==> src/hdl/frma_pkg.sv <==
`default_nettype none
// ---------------------------------------------------------------------------
// frma_pkg
// Shared types and constants of the frame rate moving average meter.
// ---------------------------------------------------------------------------
package frma_pkg;

    localparam int WINDOW_MAX     = 64;
    localparam int TIME_W         = 32;
    localparam int LEN_W          = 7;
    localparam int LEN_RESET      = 16;
    localparam int RATE_SCALE     = 1000;
    localparam int INST_W         = 10;
    localparam int AVG_W          = 16;
    localparam int DIV_DW         = 17;
    localparam int PADDR_W        = 3;
    localparam int PDATA_W        = 32;

    localparam logic REG_WINDOW_LEN = 1'b0;

    typedef enum logic [2:0] {
        S_IDLE,
        S_UPDATE,
        S_INST_DIV,
        S_AVG_DIV,
        S_DONE
    } t_state;

endpackage : frma_pkg
`default_nettype wire

==> src/hdl/frma_ram.sv <==
`default_nettype none
// ---------------------------------------------------------------------------
// frma_ram
// Generic single-write, single-read RAM with a registered read port.
// ---------------------------------------------------------------------------
module frma_ram #(
    parameter int WIDTH = 32,
    parameter int DEPTH = 64,
    localparam int AW   = (DEPTH > 1) ? $clog2(DEPTH) : 1
) (
    input  wire logic             i_clk,
    input  wire logic             i_we,
    input  wire logic [AW-1:0]    i_waddr,
    input  wire logic [WIDTH-1:0] i_wdata,
    input  wire logic             i_re,
    input  wire logic [AW-1:0]    i_raddr,
    output logic      [WIDTH-1:0] o_rdata
);

    logic [WIDTH-1:0] r_mem [DEPTH];

    always_ff @(posedge i_clk) begin
        if (i_we) begin
            r_mem[i_waddr] <= i_wdata;
        end
        if (i_re) begin
            o_rdata <= r_mem[i_raddr];
        end
    end

endmodule : frma_ram
`default_nettype wire

==> src/hdl/frma_div.sv <==
`default_nettype none
// ---------------------------------------------------------------------------
// frma_div
// Restoring divider, one quotient bit per cycle.
// ---------------------------------------------------------------------------
module frma_div
    import frma_pkg::*;
(
    input  wire logic              i_clk,
    input  wire logic              i_rst_n,
    input  wire logic              i_start,
    input  wire logic [DIV_DW-1:0] i_dividend,
    input  wire logic [TIME_W-1:0] i_divisor,
    output logic                   o_done,
    output logic      [DIV_DW-1:0] o_quotient
);

    localparam int CNT_W = $clog2(DIV_DW + 1);

    logic              r_busy;
    logic              r_done;
    logic [CNT_W-1:0]  r_cnt;
    logic [TIME_W-1:0] r_rem;
    logic [DIV_DW-1:0] r_quo;
    logic [TIME_W-1:0] r_dvs;

    logic [TIME_W:0]   rem_sh;
    logic [TIME_W:0]   rem_sub;
    logic              fits;

    always_comb begin
        rem_sh  = {r_rem, r_quo[DIV_DW-1]};
        fits    = (rem_sh >= {1'b0, r_dvs});
        rem_sub = rem_sh - {1'b0, r_dvs};
    end

    always_ff @(posedge i_clk) begin
        if (!i_rst_n) begin
            r_busy <= 1'b0;
            r_done <= 1'b0;
            r_cnt  <= '0;
        end else begin
            r_done <= 1'b0;
            if (i_start) begin
                r_busy <= 1'b1;
                r_cnt  <= '0;
            end else if (r_busy) begin
                r_cnt <= r_cnt + 1'b1;
                if (r_cnt == CNT_W'(DIV_DW - 1)) begin
                    r_busy <= 1'b0;
                    r_done <= 1'b1;
                end
            end
        end
    end

    always_ff @(posedge i_clk) begin
        if (i_start) begin
            r_rem <= '0;
            r_quo <= i_dividend;
            r_dvs <= i_divisor;
        end else if (r_busy) begin
            r_rem <= fits ? rem_sub[TIME_W-1:0] : rem_sh[TIME_W-1:0];
            r_quo <= {r_quo[DIV_DW-2:0], fits};
        end
    end

    assign o_done     = r_done;
    assign o_quotient = r_quo;

endmodule : frma_div
`default_nettype wire

==> src/hdl/frame_rate_moving_average.sv <==
`default_nettype none
// ---------------------------------------------------------------------------
// frame_rate_moving_average
// Frame rate meter: instantaneous rate and moving average over a ring of
// recent frame intervals, both divisions done on one shared serial divider.
// Flow: an accepted item passes an update state, then two divider passes,
// instantaneous rate first and average second (each shifting out 17
// quotient bits and ending in a done strobe), then a state that loads the output register.
// The input stalls while an item is in work, and a stalled output register
// delays the load and the next item.
// Reset: synchronous active low; window length 16, history cleared, last
// timestamp all ones. Ring entries are cleared at once through valid bits.
// ---------------------------------------------------------------------------
module frame_rate_moving_average
    import frma_pkg::*;
(
    input  wire logic               i_clk,
    input  wire logic               i_rst_n,
    input  wire logic               i_in_valid,
    output logic                    o_in_stall,
    input  wire logic [TIME_W-1:0]  i_now_ms,
    output logic                    o_out_valid,
    input  wire logic               i_out_stall,
    output logic      [INST_W-1:0]  o_inst_rate,
    output logic                    o_inst_max,
    output logic      [AVG_W-1:0]   o_avg_rate,
    output logic                    o_avg_max,
    input  wire logic               psel,
    input  wire logic               penable,
    input  wire logic               pwrite,
    input  wire logic [PADDR_W-1:0] paddr,
    input  wire logic [PDATA_W-1:0] pwdata,
    output logic      [PDATA_W-1:0] prdata,
    output logic                    pready
);

    localparam int AW      = (WINDOW_MAX > 1) ? $clog2(WINDOW_MAX) : 1;
    localparam int LEN_RST = (LEN_RESET > WINDOW_MAX) ? WINDOW_MAX : LEN_RESET;

    t_state r_state, n_state;

    logic [LEN_W-1:0]      r_window_len;
    logic [TIME_W-1:0]     r_last_time;
    logic [TIME_W-1:0]     r_dt;
    logic [AW-1:0]         r_pos;
    logic [TIME_W-1:0]     r_sum;
    logic [LEN_W-1:0]      r_fill;
    logic [WINDOW_MAX-1:0] r_valid;
    logic [INST_W-1:0]     r_inst_q;
    logic [AVG_W-1:0]      r_avg_q;

    logic                  r_out_valid;
    logic [INST_W-1:0]     r_out_inst;
    logic                  r_out_inst_max;
    logic [AVG_W-1:0]      r_out_avg;
    logic                  r_out_avg_max;

    logic                  in_accept;
    logic                  ram_re;
    logic                  ram_we;
    logic                  div_start;
    logic                  div_sel_avg;
    logic                  inst_cap;
    logic                  out_load;
    logic                  out_free;
    logic                  cfg_wr;

    logic [TIME_W-1:0]     ram_rdata;
    logic [TIME_W-1:0]     old_dt;
    logic [AW:0]           pos_inc;
    logic                  pos_wrap;
    logic [LEN_W-1:0]      len_wr;
    logic                  div_done;
    logic [DIV_DW-1:0]     div_quo;
    logic [DIV_DW-1:0]     div_dividend;
    logic [AVG_W-1:0]      avg_sat;

    assign pready   = 1'b1;
    assign cfg_wr   = psel && penable && pwrite && pready && (paddr[2] == REG_WINDOW_LEN);
    assign prdata   = (paddr[2] == REG_WINDOW_LEN) ?
                      {{(PDATA_W-LEN_W){1'b0}}, r_window_len} : '0;
    assign out_free = !r_out_valid || !i_out_stall;

    always_comb begin
        len_wr = pwdata[LEN_W-1:0];
        if (len_wr == '0) begin
            len_wr = LEN_W'(1);
        end else if (int'(len_wr) > WINDOW_MAX) begin
            len_wr = LEN_W'(WINDOW_MAX);
        end
    end

    always_comb begin
        n_state = r_state;
        unique case (r_state)
            S_IDLE: begin
                if (i_in_valid) n_state = S_UPDATE;
            end
            S_UPDATE: n_state = S_INST_DIV;
            S_INST_DIV: begin
                if (div_done) n_state = S_AVG_DIV;
            end
            S_AVG_DIV: begin
                if (div_done) n_state = S_DONE;
            end
            S_DONE: begin
                if (out_free) n_state = S_IDLE;
            end
            default: n_state = S_IDLE;
        endcase
    end

    always_comb begin
        o_in_stall  = 1'b1;
        in_accept   = 1'b0;
        ram_re      = 1'b0;
        ram_we      = 1'b0;
        div_start   = 1'b0;
        div_sel_avg = 1'b0;
        inst_cap    = 1'b0;
        out_load    = 1'b0;
        unique case (r_state)
            S_IDLE: begin
                o_in_stall = 1'b0;
                in_accept  = i_in_valid;
                ram_re     = i_in_valid;
            end
            S_UPDATE: begin
                ram_we    = 1'b1;
                div_start = 1'b1;
            end
            S_INST_DIV: begin
                inst_cap    = div_done;
                div_start   = div_done;
                div_sel_avg = 1'b1;
            end
            S_AVG_DIV: begin
            end
            S_DONE: begin
                out_load = out_free;
            end
            default: begin
            end
        endcase
    end

    assign old_dt   = r_valid[r_pos] ? ram_rdata : '0;
    assign pos_inc  = {1'b0, r_pos} + 1'b1;
    assign pos_wrap = (int'(pos_inc) >= int'(r_window_len)) || (int'(pos_inc) >= WINDOW_MAX);

    assign div_dividend = div_sel_avg ? (DIV_DW'(r_fill) * DIV_DW'(RATE_SCALE))
                                      : DIV_DW'(RATE_SCALE);
    assign avg_sat = (|div_quo[DIV_DW-1:AVG_W]) ? {AVG_W{1'b1}} : div_quo[AVG_W-1:0];

    always_ff @(posedge i_clk) begin
        if (!i_rst_n) begin
            r_state      <= S_IDLE;
            r_window_len <= LEN_W'(LEN_RST);
            r_last_time  <= '1;
            r_pos        <= '0;
            r_sum        <= '0;
            r_fill       <= '0;
            r_valid      <= '0;
            r_out_valid  <= 1'b0;
        end else begin
            r_state <= n_state;
            if (in_accept) begin
                r_last_time <= i_now_ms;
            end
            if (cfg_wr) begin
                r_window_len <= len_wr;
                r_pos        <= '0;
                r_sum        <= '0;
                r_fill       <= '0;
                r_valid      <= '0;
            end else if (ram_we) begin
                r_sum          <= r_sum + r_dt - old_dt;
                r_valid[r_pos] <= 1'b1;
                r_pos          <= pos_wrap ? '0 : pos_inc[AW-1:0];
                if (r_fill < r_window_len) begin
                    r_fill <= r_fill + 1'b1;
                end
            end
            if (out_load) begin
                r_out_valid <= 1'b1;
            end else if (!i_out_stall) begin
                r_out_valid <= 1'b0;
            end
        end
    end

    always_ff @(posedge i_clk) begin
        if (in_accept) begin
            r_dt <= i_now_ms - r_last_time;
        end
        if (inst_cap) begin
            r_inst_q <= div_quo[INST_W-1:0];
        end
        if (r_state == S_AVG_DIV && div_done) begin
            r_avg_q <= avg_sat;
        end
        if (out_load) begin
            r_out_inst_max <= (r_dt == '0);
            r_out_inst     <= (r_dt == '0) ? '0 : r_inst_q;
            r_out_avg_max  <= (r_sum == '0);
            r_out_avg      <= (r_sum == '0) ? '0 : r_avg_q;
        end
    end

    frma_ram #(
        .WIDTH (TIME_W),
        .DEPTH (WINDOW_MAX)
    ) u_ring (
        .i_clk   (i_clk),
        .i_we    (ram_we),
        .i_waddr (r_pos),
        .i_wdata (r_dt),
        .i_re    (ram_re),
        .i_raddr (r_pos),
        .o_rdata (ram_rdata)
    );

    frma_div u_div (
        .i_clk      (i_clk),
        .i_rst_n    (i_rst_n),
        .i_start    (div_start),
        .i_dividend (div_dividend),
        .i_divisor  (div_sel_avg ? r_sum : r_dt),
        .o_done     (div_done),
        .o_quotient (div_quo)
    );

    assign o_out_valid = r_out_valid;
    assign o_inst_rate = r_out_inst;
    assign o_inst_max  = r_out_inst_max;
    assign o_avg_rate  = r_out_avg;
    assign o_avg_max   = r_out_avg_max;

endmodule : frame_rate_moving_average
`default_nettype wire
==> config.mk <==
export PLATFORM = sky130hd
export DESIGN_NAME = frame_rate_moving_average
export DESIGN_NICKNAME = d
export VERILOG_FILES = /design/src/hdl/frma_pkg.sv /design/src/hdl/frma_ram.sv /design/src/hdl/frma_div.sv /design/src/hdl/frame_rate_moving_average.sv
export SDC_FILE = /design/constraint.sdc
export NUM_CORES = 2
export LEC_CHECK = 0
export BUFFER_PORTS_ARGS = -buffer_cell sky130_fd_sc_hd__buf_4
export CORE_AREA = 2 2 403 444
export DETAILED_ROUTE_END_ITERATION = 8
export DIE_AREA = 0 0 405 446
export PLACE_DENSITY = 0.73
export RECOVER_POWER = 25
export SLEW_MARGIN = 10
export SYNTH_ARGS = -nofsm -noshare
export SYNTH_HDL_FRONTEND = slang
export SYNTH_SLANG_ARGS = --single-unit
==> constraint.sdc <==
create_clock -name i_clk -period 5.8 [get_ports i_clk]
set_clock_uncertainty 0.15 [all_clocks]
set_input_delay 1.74 -clock i_clk [delete_from_list [all_inputs] [get_ports i_clk]]
set_output_delay 1.74 -clock i_clk [all_outputs]
set_load 0.02 [all_outputs]
==> out/metrics.yaml <==
max_cap_violations: 25
cp.arrival_ps: 6070
wirelength_mm: 274.4
yosys.cell_types.count: 92
antenna_found_initial: 20
port_buffers: 83
regArea_mm2: 0.07034
startpoint_type: "register"
maxSlewHeadroom: -1.615
fillers: 12630
path_clk_slew_ps: 60
syn_area_mm2: 0.09461
finalHoldViolations: 0
yosysSeqAreaShare: 0.7435
clk_path_buf_depth: 3
power.switching_uw: 9680
gp_congestion: 0.9645
maxSlewViolCount: 1557
drc: 0
grt_setup_unrepaired: "no"
slowest_delay_ps: 480
cpMaxStageDelayCell: "fa_1"
design_area_mm2: 0.1062
place_inst: 8382
cts_tree: "done"
critPathCaptureType: "register"
rows: 162
final_util: 0.6015
cts_setup_buffers: 0
dr.pass1.iters: 6
hold_path_class: "reg -> reg"
ys.flop_type: "edfxtp_1"
status: "complete, but fails checks"
die_area_mm2: 0.1806
grt_max_degree: 111
cp_cell_sequence: "buf_12 > and3b_4 > a2111oi_2 > a31oi_1 > nor3_1 > and4bb_4 > and2b_1 > fa_1 > inv_1 > ha_1 > nand2_1 > nor4_1 > and3_1 > o211ai_1 > a31oi_1 > a21oi_1 > o21ai_0 > mux2i_1 > o22ai_1"
wl_per_cell_um: 31.22
fmax_mhz: 181.1
dieHeight_um: 446
tightest_slew_ps: 3922
fin_cells: 8790
ioPinCount: 137
yosys_register_bits: 2406
synth_edf_count: 2215
timing.critical_path.buf_inv: 2
seqPwrFrac: 0.514
crit_path_frequent_cell: "a31oi_1"
placed_area_mm2: 0.09907
clk_latency_ps: 900
drive_gt1_frac: 0.1124
internal_power_uw: 29260
grt_pass1_wl_mm: 390.6
viasPerCell: 6.691
core_region_area_mm2: 0.1765
violations: "max-capacitance violations, max-slew violations"
synth-async-reset-ratio: 0
netSwitchingFraction: 0.2486
drt_iter0_drc: 9135
cp.required_ps: 6350
holdWs_ps: 320.5
finalSetupViolations: 0
critical_path.max_fanout: 36
multiInputGateArea_mm2: 0.02244
ir_drop_mv: 0.3774
yosysWarnings: 0
ys_top_cells_by_area: "edfxtp_1 (70%), a22oi_1 (6.3%), dfxtp_1 (4.0%)"
nets: 6496
fp.dieW_um: 405
grt_util_all_layers: 0.3011
p_leak_uw: 0.03440
comb_power_share: 0.115
syn_inst: 6065
root_buffer: "clkbuf_16"
grt-ovfl-total: 0
p_per_area_mw_per_mm2: 366.7
fin_tns_setup_ps: 0
ant_nets: 0
area_delta_synth_final_pct: 12.24
initial_core_util: 0.5359
htreeDepth: 4
synth_top_area_frac: 0.7031
cts.sinks: 2406
clkPwrFrac: 0.372
fin_crit_ps: 5521
route.vias.total: 58810
synth_area_leader_cell: "edfxtp_1"
avgSynthCellArea_um2: 15.60
critPathKind: "reg -> reg"
detailed_place_hpwl_mm: 155.5
grt_pass1_vias: 56500
cp_top_family: "simple AND/OR/NAND/NOR gates"
cts_buffers: 218
period_share: 0.9519
## cell usage after synthesis, drive strengths merged (8+ instances only)
cell type / instances
edfxtp: 2215
a22oi: 799
nor2: 295
inv: 247
clkbuf: 206
a21oi: 193
dfxtp: 191
nand2: 188
buf: 166
ha: 145
a31oi: 122
a221oi: 121
a22o: 121
o21ai: 118
a41oi: 91
nand3: 85
nand4: 76
nor2b: 73
nor4: 54
o211ai: 53
xnor2: 52
fa: 51
a21o: 44
xor2: 36
mux2i: 34
or2: 24
a211oi: 23
nor3: 22
o21a: 21
nand2b: 17
and3: 16
nor3b: 16
or3: 13
o21bai: 12
and2: 11
o22ai: 10
o31ai: 9
a211o: 8
and2b: 8
## logic make-up (layout without fill, tap and decap cells)
kind of cell / after synthesis / count (layout) / share of synthesized area
xor gates and xnor gates: 88 / 88 / 0.008226
muxes: 44 / 44 / 0.005264
other: 2 / 30 / 0.00007938
DFF: 2406 / 2406 / 0.7435
and+or+nand+nor: 930 / 930 / 0.04904
buffers and inverters: 620 / 939 / 0.02697
adders and majority gates: 196 / 196 / 0.02997
AOI/OAI and AO/OA: 1779 / 1779 / 0.1370
## path summary, 6_finish.rpt
path,endpoint,slack [ps],startpoint,cells after the start
min reg2reg,u_div.r_rem[31]$_SDFFE_PP0P_,320,u_div.r_rem[31]$_SDFFE_PP0P_,2
max reg2reg,r_sum[30]$_SDFFE_PP0P_,280,r_pos[1]$_SDFFE_PP0P_,19
max,r_sum[30]$_SDFFE_PP0P_,280,r_pos[1]$_SDFFE_PP0P_,19
min,u_div.r_rem[31]$_SDFFE_PP0P_,320,u_div.r_rem[31]$_SDFFE_PP0P_,2
## sequential cells by signal, indices dropped and copies added, names as in the netlist, 16 cells and up
| name | cells |
|---|---|
| u_div.o_quotient | 17 |
| r_dt | 32 |
| u_ring.r_mem | 2048 |
| r_sum | 32 |
| r_last_time | 32 |
| u_div.r_dvs | 32 |
| o_avg_rate | 16 |
| r_valid | 64 |
| u_div.r_rem | 32 |
| u_ring.o_rdata | 32 |
| r_avg_q | 16 |
## routing by layer
metal | GRT usage | vias to the layer above | routed length (µm)
met5 | 0 | - | 330
met4 | 0.1662 | 26 | 17070
met3 | 0.08479 | 761 | 37690
met2 | 0.4591 | 4378 | 123700
met1 | 0.3918 | 29140 | 95650
li1 | - | 24500 | -
## area by class of cell
cell class	count	area share
Sequential cell	2406	0.6624
Multi-Input combinational cell	3063	0.2113
Clock buffer	277	0.05421
Tap cell	2378	0.02802
Timing Repair Buffer	289	0.02182
Clock inverter	125	0.01333
Inverter	248	0.008790
Antenna cell	4	0.00009426
## what timing repair did
| item | 4_1_cts | 5_1_grt |
|---|---|---|
| hold buffers | 0 | 0 |
| setup endpoints to repair | 0 | 1 |
| resized for setup | 0 | 1 |
| endpoints found under the hold margin | 0 | 0 |
## power groups by stage
stage | logic [µW] | registers (µW) | clock network, µW
after global routing | 4840 | 20000 | 15200
after floorplan | 2710 | 20500 | 0
after CTS | 4370 | 19900 | 14500
after global placement | 4240 | 20300 | 0
after detailed placement | 4340 | 20300 | 0
final | 4460 | 20000 | 14500
## worst reg2reg max path, cell delays in order (launching register included)
cell and delay (ps):
dfxtp_2 360, buf_12 190, and3b_4 240, a2111oi_2 380, a31oi_1 190, nor3_1 260, and4bb_4 430, and2b_1 240
fa_1 480, inv_1 40, ha_1 350, nand2_1 130, nor4_1 420, and3_1 250, o211ai_1 150, a31oi_1 400
a21oi_1 140, o21ai_0 260, mux2i_1 220, o22ai_1 80
## cells in the final DEF, fill, tap and decap left out, types with 65 or more instances in the layout
master | netlist | layout
clkbuf_1 | 204 | 76
nand2_1 | 188 | 187
nand4_1 | 76 | 76
dfxtp_1 | 191 | 187
ha_1 | 145 | 145
o21ai_0 | 111 | 111
clkbuf_16 | 0 | 218
nor2_1 | 295 | 230
a41oi_1 | 91 | 91
a22o_1 | 121 | 121
edfxtp_1 | 2215 | 2215
a22oi_1 | 799 | 799
a31oi_1 | 121 | 121
a21oi_1 | 190 | 188
nor2b_1 | 73 | 73
nand3_1 | 85 | 85
nor2_4 | 0 | 65
a221oi_1 | 120 | 120
buf_4 | 32 | 243
inv_1 | 247 | 246
## stage by stage
step | total power [µW] | setup WS (ps)
after detailed placement | 24620 | 307.9
after global placement | 24520 | 350.9
after CTS | 38810 | 274.9
after global routing | 40050 | 7.574
final | 38940 | 279.2
after floorplan | 23190 | 960.1
(Power assumes the default switching activity.)
